--- src/design/sbr_pkg.sv ---
// Shared types, constants and register indexes for the stepped bias regulator.
// No dependencies; used by sbr_step and stepped_bias_regulator_top.
`default_nettype none

package sbr_pkg;

  localparam int SAMPLE_BITS = 12;
  localparam int DRIVE_BITS  = 12;
  localparam int REG_BITS    = 12;
  localparam int CFG_IDX_BITS = 3;

  localparam int CMP_BITS = (SAMPLE_BITS > REG_BITS) ? SAMPLE_BITS : REG_BITS;
  localparam int DRV_EXT_BITS = ((DRIVE_BITS > REG_BITS) ? DRIVE_BITS : REG_BITS) + 1;

  typedef enum logic [CFG_IDX_BITS-1:0] {
    REG_TARGET_LEVEL = 3'd0,
    REG_DEAD_BAND    = 3'd1,
    REG_SMALL_BAND   = 3'd2,
    REG_MEDIUM_BAND  = 3'd3,
    REG_STABLE_LIMIT = 3'd4,
    REG_DRIVE_MIN    = 3'd5,
    REG_DRIVE_MAX    = 3'd6
  } reg_idx_t;

  localparam logic [REG_BITS-1:0] RST_TARGET_LEVEL = 12'd2048;
  localparam logic [REG_BITS-1:0] RST_DEAD_BAND    = 12'd62;
  localparam logic [REG_BITS-1:0] RST_SMALL_BAND   = 12'd124;
  localparam logic [REG_BITS-1:0] RST_MEDIUM_BAND  = 12'd372;
  localparam logic [REG_BITS-1:0] RST_STABLE_LIMIT = 12'd100;
  localparam logic [REG_BITS-1:0] RST_DRIVE_MIN    = 12'd0;
  localparam logic [REG_BITS-1:0] RST_DRIVE_MAX    = 12'd4095;

  localparam logic FUNC_TICK = 1'b0;
  localparam logic FUNC_SET  = 1'b1;

  localparam logic [2:0] IVL_SLOW = 3'd5;
  localparam logic [2:0] IVL_MID  = 3'd2;
  localparam logic [2:0] IVL_FAST = 3'd1;

  localparam logic [1:0] STEP_SLOW = 2'd1;
  localparam logic [1:0] STEP_MID  = 2'd2;
  localparam logic [1:0] STEP_FAST = 2'd3;

  typedef struct packed {
    logic [REG_BITS-1:0] target_level;
    logic [REG_BITS-1:0] dead_band;
    logic [REG_BITS-1:0] small_band;
    logic [REG_BITS-1:0] medium_band;
    logic [REG_BITS-1:0] stable_limit;
    logic [REG_BITS-1:0] drive_min;
    logic [REG_BITS-1:0] drive_max;
  } cfg_t;

  typedef struct packed {
    logic [2:0]             tick_count;
    logic [2:0]             tick_interval;
    logic [SAMPLE_BITS-1:0] hist0;
    logic [SAMPLE_BITS-1:0] hist1;
    logic [SAMPLE_BITS-1:0] hist2;
    logic [DRIVE_BITS-1:0]  drive_code;
  } state_t;

  typedef struct packed {
    logic [DRIVE_BITS-1:0] drive_value;
    logic                  drive_write;
    logic                  out_of_range;
  } result_t;

endpackage

`default_nettype wire

--- src/design/stepped_bias_regulator_top.sv ---
// Top level of the stepped bias regulator: config registers, state, result skid.
// Depends on sbr_pkg and sbr_step.
//
//  channel  direction  handshake          payload
//  in_      input      in_valid/in_stall  func, sample, set_value
//  out_     output     out_valid/out_stall drive_value, drive_write, out_of_range
//  cfg_     input      cfg_valid/cfg_ready index, wdata (always ready)
//
// One item per cycle unless in_stall; results are registered in out_r or skid_r.
// The whole step is one pass through sbr_step into the result register.
// A two-entry result buffer lets intake take one more item under out_stall;
// in_stall rises only when both entries hold undelivered items.
// Synchronous active-low reset: cfg defaults, state cleared, interval IVL_FAST.
`default_nettype none

module stepped_bias_regulator_top (
  input  wire logic                              clk,
  input  wire logic                              rst_n,
  input  wire logic                              in_valid,
  output logic                                   in_stall,
  input  wire logic                              in_func,
  input  wire logic [sbr_pkg::SAMPLE_BITS-1:0]   in_sample,
  input  wire logic [sbr_pkg::DRIVE_BITS-1:0]    in_set_value,
  output logic                                   out_valid,
  input  wire logic                              out_stall,
  output logic [sbr_pkg::DRIVE_BITS-1:0]         out_drive_value,
  output logic                                   out_drive_write,
  output logic                                   out_out_of_range,
  input  wire logic                              cfg_valid,
  output logic                                   cfg_ready,
  input  wire logic [sbr_pkg::CFG_IDX_BITS-1:0]  cfg_index,
  input  wire logic [sbr_pkg::REG_BITS-1:0]      cfg_wdata
);

  sbr_pkg::cfg_t    cfg_r;
  sbr_pkg::state_t  st_r, st_nxt;
  sbr_pkg::result_t res_nxt, out_r, skid_r;
  logic             out_valid_r, skid_valid_r;
  logic             in_acc, out_acc;

  sbr_step u_step (
    .cfg       (cfg_r),
    .st        (st_r),
    .func      (in_func),
    .sample    (in_sample),
    .set_value (in_set_value),
    .st_nxt    (st_nxt),
    .res       (res_nxt)
  );

  assign cfg_ready = 1'b1;
  assign in_stall  = skid_valid_r;
  assign in_acc    = in_valid && !in_stall;
  assign out_valid = out_valid_r;
  assign out_acc   = out_valid_r && !out_stall;

  assign out_drive_value  = out_r.drive_value;
  assign out_drive_write  = out_r.drive_write;
  assign out_out_of_range = out_r.out_of_range;

  always_ff @(posedge clk) begin
    if (!rst_n) begin
      cfg_r.target_level <= sbr_pkg::RST_TARGET_LEVEL;
      cfg_r.dead_band    <= sbr_pkg::RST_DEAD_BAND;
      cfg_r.small_band   <= sbr_pkg::RST_SMALL_BAND;
      cfg_r.medium_band  <= sbr_pkg::RST_MEDIUM_BAND;
      cfg_r.stable_limit <= sbr_pkg::RST_STABLE_LIMIT;
      cfg_r.drive_min    <= sbr_pkg::RST_DRIVE_MIN;
      cfg_r.drive_max    <= sbr_pkg::RST_DRIVE_MAX;
    end else if (cfg_valid && cfg_ready) begin
      unique case (cfg_index)
        sbr_pkg::REG_TARGET_LEVEL: cfg_r.target_level <= cfg_wdata;
        sbr_pkg::REG_DEAD_BAND:    cfg_r.dead_band    <= cfg_wdata;
        sbr_pkg::REG_SMALL_BAND:   cfg_r.small_band   <= cfg_wdata;
        sbr_pkg::REG_MEDIUM_BAND:  cfg_r.medium_band  <= cfg_wdata;
        sbr_pkg::REG_STABLE_LIMIT: cfg_r.stable_limit <= cfg_wdata;
        sbr_pkg::REG_DRIVE_MIN:    cfg_r.drive_min    <= cfg_wdata;
        sbr_pkg::REG_DRIVE_MAX:    cfg_r.drive_max    <= cfg_wdata;
        default: ;
      endcase
    end
  end

  always_ff @(posedge clk) begin
    if (!rst_n) begin
      st_r.tick_count    <= 3'd0;
      st_r.tick_interval <= 3'd1;
      st_r.hist0         <= '0;
      st_r.hist1         <= '0;
      st_r.hist2         <= '0;
      st_r.drive_code    <= '0;
    end else if (in_acc) begin
      st_r <= st_nxt;
    end
  end

  always_ff @(posedge clk) begin
    if (!rst_n) begin
      out_valid_r  <= 1'b0;
      skid_valid_r <= 1'b0;
    end else begin
      if (!out_valid_r || out_acc) begin
        if (skid_valid_r) begin
          out_r        <= skid_r;
          out_valid_r  <= 1'b1;
          skid_valid_r <= 1'b0;
        end else begin
          out_r       <= res_nxt;
          out_valid_r <= in_acc;
        end
      end else if (in_acc) begin
        skid_r       <= res_nxt;
        skid_valid_r <= 1'b1;
      end
    end
  end

  a_skid_implies_out: assert property (@(posedge clk) disable iff (!rst_n)
    skid_valid_r |-> out_valid_r)
    else $error("skid entry held without a head item");

  a_out_held_on_stall: assert property (@(posedge clk) disable iff (!rst_n)
    (out_valid_r && out_stall) |=> (out_valid_r && $stable(out_r)))
    else $error("stalled item changed or dropped");

  a_tick_below_interval: assert property (@(posedge clk) disable iff (!rst_n)
    st_r.tick_count < st_r.tick_interval)
    else $error("tick counter passed its interval");

  a_interval_legal: assert property (@(posedge clk) disable iff (!rst_n)
    (st_r.tick_interval == sbr_pkg::IVL_SLOW) || (st_r.tick_interval == sbr_pkg::IVL_MID) ||
    (st_r.tick_interval == sbr_pkg::IVL_FAST))
    else $error("illegal tick interval");

  a_dead_band_writes: assert property (@(posedge clk) disable iff (!rst_n)
    (out_valid_r && !out_r.out_of_range) |-> out_r.drive_write)
    else $error("in-band item without drive write");

endmodule

`default_nettype wire

--- src/design/sbr_step.sv ---
// Next-state and result logic for one item of the stepped bias regulator.
// Purely combinational; depends on sbr_pkg.
`default_nettype none

module sbr_step (
  input  var sbr_pkg::cfg_t                      cfg,
  input  var sbr_pkg::state_t                    st,
  input  wire logic                              func,
  input  wire logic [sbr_pkg::SAMPLE_BITS-1:0]   sample,
  input  wire logic [sbr_pkg::DRIVE_BITS-1:0]    set_value,
  output sbr_pkg::state_t                        st_nxt,
  output sbr_pkg::result_t                       res
);

  localparam int CW = sbr_pkg::CMP_BITS;
  localparam int DW = sbr_pkg::DRV_EXT_BITS;

  logic [2:0]    tc_inc;
  logic          eval;
  logic [CW-1:0] d01, d12, lim, s_ext, t_ext, mag;
  logic          stable, below;
  logic [1:0]    step;
  logic [2:0]    ivl;
  logic [DW-1:0] drv, dmin, dmax, up_sum, dn_floor;
  logic [DW-1:0] drv_new;

  always_comb begin
    tc_inc = st.tick_count + 3'd1;
    eval   = (func == sbr_pkg::FUNC_TICK) && (tc_inc >= st.tick_interval);

    d01 = (sample > st.hist0) ? CW'(sample - st.hist0) : CW'(st.hist0 - sample);
    d12 = (st.hist0 > st.hist1) ? CW'(st.hist0 - st.hist1) : CW'(st.hist1 - st.hist0);
    lim = CW'(cfg.stable_limit);
    stable = (d01 <= lim) && (d12 <= lim);

    s_ext = CW'(sample);
    t_ext = CW'(cfg.target_level);
    below = s_ext < t_ext;
    mag   = below ? (t_ext - s_ext) : (s_ext - t_ext);

    if (mag < CW'(cfg.small_band)) begin
      step = sbr_pkg::STEP_SLOW;
      ivl  = sbr_pkg::IVL_SLOW;
    end else if (mag < CW'(cfg.medium_band)) begin
      step = sbr_pkg::STEP_MID;
      ivl  = sbr_pkg::IVL_MID;
    end else begin
      step = sbr_pkg::STEP_FAST;
      ivl  = sbr_pkg::IVL_FAST;
    end

    drv      = DW'(st.drive_code);
    dmin     = DW'(cfg.drive_min);
    dmax     = DW'(cfg.drive_max);
    up_sum   = drv + DW'(step);
    dn_floor = dmin + DW'(step);

    st_nxt  = st;
    drv_new = drv;
    res.drive_write  = 1'b0;
    res.out_of_range = 1'b1;

    if (func == sbr_pkg::FUNC_SET) begin
      st_nxt.drive_code = set_value;
      res.drive_write   = 1'b1;
    end else if (!eval) begin
      st_nxt.tick_count = tc_inc;
    end else begin
      st_nxt.tick_count = 3'd0;
      st_nxt.hist2 = st.hist1;
      st_nxt.hist1 = st.hist0;
      st_nxt.hist0 = sample;
      if (stable) begin
        res.drive_write = 1'b1;
        if (below && (mag > CW'(cfg.dead_band))) begin
          if (drv < dmax) begin
            st_nxt.tick_interval = ivl;
            drv_new = (up_sum > dmax) ? dmax : up_sum;
          end
        end else if (!below && (mag > CW'(cfg.dead_band))) begin
          if (drv > dmin) begin
            st_nxt.tick_interval = ivl;
            drv_new = (drv < dn_floor) ? dmin : (drv - DW'(step));
          end
        end else begin
          res.out_of_range = 1'b0;
        end
        st_nxt.drive_code = drv_new[sbr_pkg::DRIVE_BITS-1:0];
      end
    end

    res.drive_value = st_nxt.drive_code;
  end

endmodule

`default_nettype wire
--- config.mk ---
export PLATFORM = sky130hd
export DESIGN_NAME = stepped_bias_regulator_top
export DESIGN_NICKNAME = d
export VERILOG_FILES = /design/src/design/sbr_pkg.sv /design/src/design/stepped_bias_regulator_top.sv /design/src/design/sbr_step.sv
export SDC_FILE = /design/constraint.sdc
export NUM_CORES = 1
export LEC_CHECK = 0
export BUFFER_PORTS_ARGS = -buffer_cell sky130_fd_sc_hd__buf_4
export CAP_MARGIN = 20
export CORE_MARGIN = 8
export CORE_UTILIZATION = 50
export DETAILED_ROUTE_END_ITERATION = 8
export PLACE_DENSITY = 0.78
export SKIP_CTS_REPAIR_TIMING = 1
export SLEW_MARGIN = 10
export SYNTH_ARGS = -nofsm -noshare
export SYNTH_HDL_FRONTEND = slang
export SYNTH_SLANG_ARGS = --single-unit
--- constraint.sdc ---
create_clock -name clk -period 13.58 [get_ports clk]
set_input_delay 1.358 -clock clk [delete_from_list [all_inputs] [get_ports clk]]
set_output_delay 1.358 -clock clk [all_outputs]
set_load 0.02 [all_outputs]
==> parameters.txt <==
Parameter                              Value

CTS
  Clock network latency to the later pin of the worst-skew pair ... 0.44 ns
  Library cell used as clock root buffer ... sky130_fd_sc_hd__clkbuf_16
  CTS clk-pin slew, worst paths ... 0.07 ns
  H-Tree Depth ... 4
  Clock tree from TritonCTS ... done
  Number of CTS-inserted buffers ... 17
  Worst-case clock buffer depth ... 2
  Clock sinks ... 156

Synth
  Post-synthesis net count ... 1862
  Synth unique cells ... 84
  Count of flip-flops with a built-in enable after synthesis ... 28
  Synthesized-area fraction occupied by and/or/nand/nor cells ... 17.9%
  Sequential area share after synthesis ... 25.9%
  Number of storage elements in the synthesis netlist ... 156
  Total standard cell area after synthesis ... 13100 sq um
  Gate count of the mapped netlist ... 1624
  Multiplexer fraction of the synthesized cell area ... 2.53%
  FFs w/ async S/R, synth ... 0%
  Largest family of logic cells by synthesized area ... compound AO/OA/AOI/OAI gates
  Flip-flop cell with the highest count after synthesis ... sky130_fd_sc_hd__dfxtp_1
  Syn avg cell area ... 8.09 sq um
  Xor-xnor portion of the synthesized cell area ... 3.47%
  Fraction of the mapped netlist area in adder cells ... 18.9%
  Compound-Gate Fraction of Synth Area ... 24.4%
  Total of warnings raised by yosys ... 0

Final layout
  Commonest cells after routing, fill and taps aside ... sky130_fd_sc_hd__nand2_1, sky130_fd_sc_hd__ha_1, sky130_fd_sc_hd__inv_1
  FILL cells ... 2342
  Area growth from synthesis to layout ... 9.75%
  Non-Filler Cell Area, Final ... 14400 sq um
  Fraction of layout cells with a size suffix above 1 ... 8.26%
  Post-layout utilization of the core ... 55.6%
  Most common library cell in the layout ignoring fill and taps ... sky130_fd_sc_hd__nand2_1
  Final net count ... 1884
  Ant. Diodes ... 0

Worst setup path
  Data arrival time at the worst-slack endpoint ... 9.36 ns
  Setup Crit Path Kind ... in2reg
  Kind of end point of the critical path ... flop
  Family with the most delay on the worst path ... simple AND/OR/NAND/NOR gates
  Critical-path maximum fanout ... 16
  Stage delay of the slowest cell on the critical path ... 0.48 ns
  Category of the worst setup path launch point ... input port
  Cell with the largest stage delay on the worst path ... sky130_fd_sc_hd__o31ai_1
  Number of buffer and inverter stages on the critical path ... 6
  Required time at the worst-slack endpoint ... 13.73 ns
  Most frequent cell on the critical path ... sky130_fd_sc_hd__ha_1

Placement
  Routability-driven placement congestion ratio ... 0.962
  Placement Cell Area ... 13800 sq um
  Port Buf Inserts ... 60
  Pre-CTS WS ... 3.85 ns
  Detailed placer's ending HPWL ... 30000 um

Die
  Area of the placeable core ... 25900 sq um
  Die area ... 31700 sq um
  Height of the die ... 178 um
  Starting Density ... 50.7%
  Number of core rows ... 59
  Top-Level Pins ... 62
  Overall die width ... 178 um

Status
  Result of the run ... finished, final reports clean

STA
  Setup slack after layout ... 4.38 ns
  Worst Clk Skew ... 0.0126 ns
  Hold Vio Cnt, Final ... 0
  Slew of the pin with the lowest slew margin ... 1.15 ns
  Final worst hold slack ... 0.471 ns
  Setup Total Neg Slack ... 0 ns
  Number of setup violations in the final report ... 0
  RSZ-0062 raised after global routing ... no
  Highest clock rate ... 0.109 GHz
  Crit share post-route ... 67.8%
  Max-slew violations ... 0
  Max-slew headroom ... 23.0%
  Post-layout minimum cycle time ... 9.20 ns

Pwr
  Worst IR Drop VDD ... 0.0000713 V
  P_leak ... 0.00610 uW
  P per Cell Area ... 111 nW/um^2

Job
  Maximum Capacitance Violations ... 0

Route
  Number of vias after detailed routing ... 12100
  Drc violations ... 0
  Number of iterations in the first detailed-routing pass ... 5
  Iteration-0 DRC count of the detailed router ... 990
  Detail-routed via count per cell ... 6.04
  Final routed wirelength across all metal layers ... 39400 um
  Average wire length per cell after detail routing ... 19.8 um
  Final antenna-violating net count ... 0

Global route
  Total gr overflow ... 0
  Wire length of the first global-routing pass ... 62800 um
  Number of global-route vias before repair ... 11600
  Largest net degree at the start of global routing ... 115
  Initial antenna violation count ... 0
  Overall Global Routing Usage ... 25.0%

Hold path
  Hold crit path type ... reg2reg
==> cell type report <==
cell class | instances | area [sq um] | area share, %
multi-input cells | 1242 | 8830 | 61.2
well taps | 335 | 419 | 2.91
repair buffers | 75 | 567 | 3.93
clock buffers | 19 | 455 | 3.16
inverters | 154 | 578 | 4.01
clock inverters | 13 | 166 | 1.15
flip-flops and latches | 156 | 3400 | 23.6
==> cell usage after synthesis, types with 5 or more instances <==
library cell	count	share of area, %
sky130_fd_sc_hd__a211oi_1	10	0.57
sky130_fd_sc_hd__a31oi_1	27	1.3
sky130_fd_sc_hd__clkbuf_1	55	1.6
sky130_fd_sc_hd__nand2b_1	9	0.43
sky130_fd_sc_hd__nand4_1	23	1.1
sky130_fd_sc_hd__nor2_1	60	1.7
sky130_fd_sc_hd__xnor2_1	41	2.7
sky130_fd_sc_hd__o2111ai_1	6	0.40
sky130_fd_sc_hd__nand2_1	269	7.7
sky130_fd_sc_hd__o221ai_1	6	0.40
sky130_fd_sc_hd__buf_6	6	0.51
sky130_fd_sc_hd__and4_1	10	0.67
sky130_fd_sc_hd__o21ai_0	66	2.5
sky130_fd_sc_hd__o31ai_1	13	0.74
sky130_fd_sc_hd__and2_1	11	0.52
sky130_fd_sc_hd__edfxtp_1	28	6.4
sky130_fd_sc_hd__nand3_1	41	1.6
sky130_fd_sc_hd__buf_2	10	0.38
sky130_fd_sc_hd__o21ai_1	10	0.38
sky130_fd_sc_hd__and3_1	10	0.48
sky130_fd_sc_hd__a2111o_1	6	0.51
sky130_fd_sc_hd__a2111oi_0	5	0.33
sky130_fd_sc_hd__a221oi_1	5	0.33
sky130_fd_sc_hd__dfxtp_1	128	20
sky130_fd_sc_hd__nor3_1	24	0.91
sky130_fd_sc_hd__a22oi_1	7	0.40
sky130_fd_sc_hd__o21a_1	8	0.46
sky130_fd_sc_hd__o211ai_1	47	2.7
sky130_fd_sc_hd__fa_1	9	1.4
sky130_fd_sc_hd__mux2_2	9	0.77
sky130_fd_sc_hd__xor2_1	11	0.73
sky130_fd_sc_hd__or3_1	6	0.29
sky130_fd_sc_hd__a21o_1	32	1.8
sky130_fd_sc_hd__a21boi_0	85	4.9
sky130_fd_sc_hd__nor2b_1	16	0.76
sky130_fd_sc_hd__a21oi_1	79	3.0
sky130_fd_sc_hd__o21bai_1	9	0.51
sky130_fd_sc_hd__inv_1	154	4.4
sky130_fd_sc_hd__mux2i_1	22	1.7
sky130_fd_sc_hd__ha_1	184	18
==> sequential cells by signal, summed over array words and instances, names as in the netlist <==
register,count
out_out_of_range,1
skid_r,14
out_drive_value,12
in_stall,1
cfg_r,84
out_drive_write,1
out_valid,1
st_r,42
==> routing by layer <==
layer  GRT usage [%]  vias to the layer above  share of wire, %
met5               0                        -                 0
met4            9.90                        0               3.3
met3            3.37                       86               6.4
met2            41.3                      466                47
met1            32.5                     5687                44
li1                -                     5814                 -
==> where the power goes <==
group          leakage, uW  total, uW  switching, uW  internal, uW
clock             0.000309        525            233           292
combinational      0.00449        558            334           224
sequential         0.00131        521           27.9           493
total              0.00610       1600            595          1010
==> final timing paths <==
kind,startpoint,cells after the start,to,slack [ns]
max reg2reg,cfg_r[72],34,out_drive_value[0],5.14
max,in_sample[0],36,out_drive_value[0],4.38
min reg2reg,cfg_r[43],2,cfg_r[43],0.47
min,cfg_r[43],2,cfg_r[43],0.47
==> kinds of logic (layout without fill, tap and decap cells) <==
group                      after synthesis  in the layout
and+or+nand+nor                        505            505
AOI/OAI and AO/OA                      459            459
buffers and inverters                  226            261
adders and majority gates              193            193
DFF                                    156            156
xor gates and xnor gates                52             52
muxes                                   32             32
other                                    1              1
==> tightest hold or removal path: cells and delay by family, from the launching register on <==
| family | cells | cell delay (ns) |
|---|---|---|
| compound gates | 1 | 0.06 |
| flops | 1 | 0.31 |
| simple gates | 1 | 0.05 |
==> stage by stage <==
step                instances  power, uW
floorplan                1624        922
global placement         1958       1060
detailed placement       1959       1080
CTS                      1991       1600
global route             1994       1690
finish                   1994       1600
(Power assumes the default switching activity.)
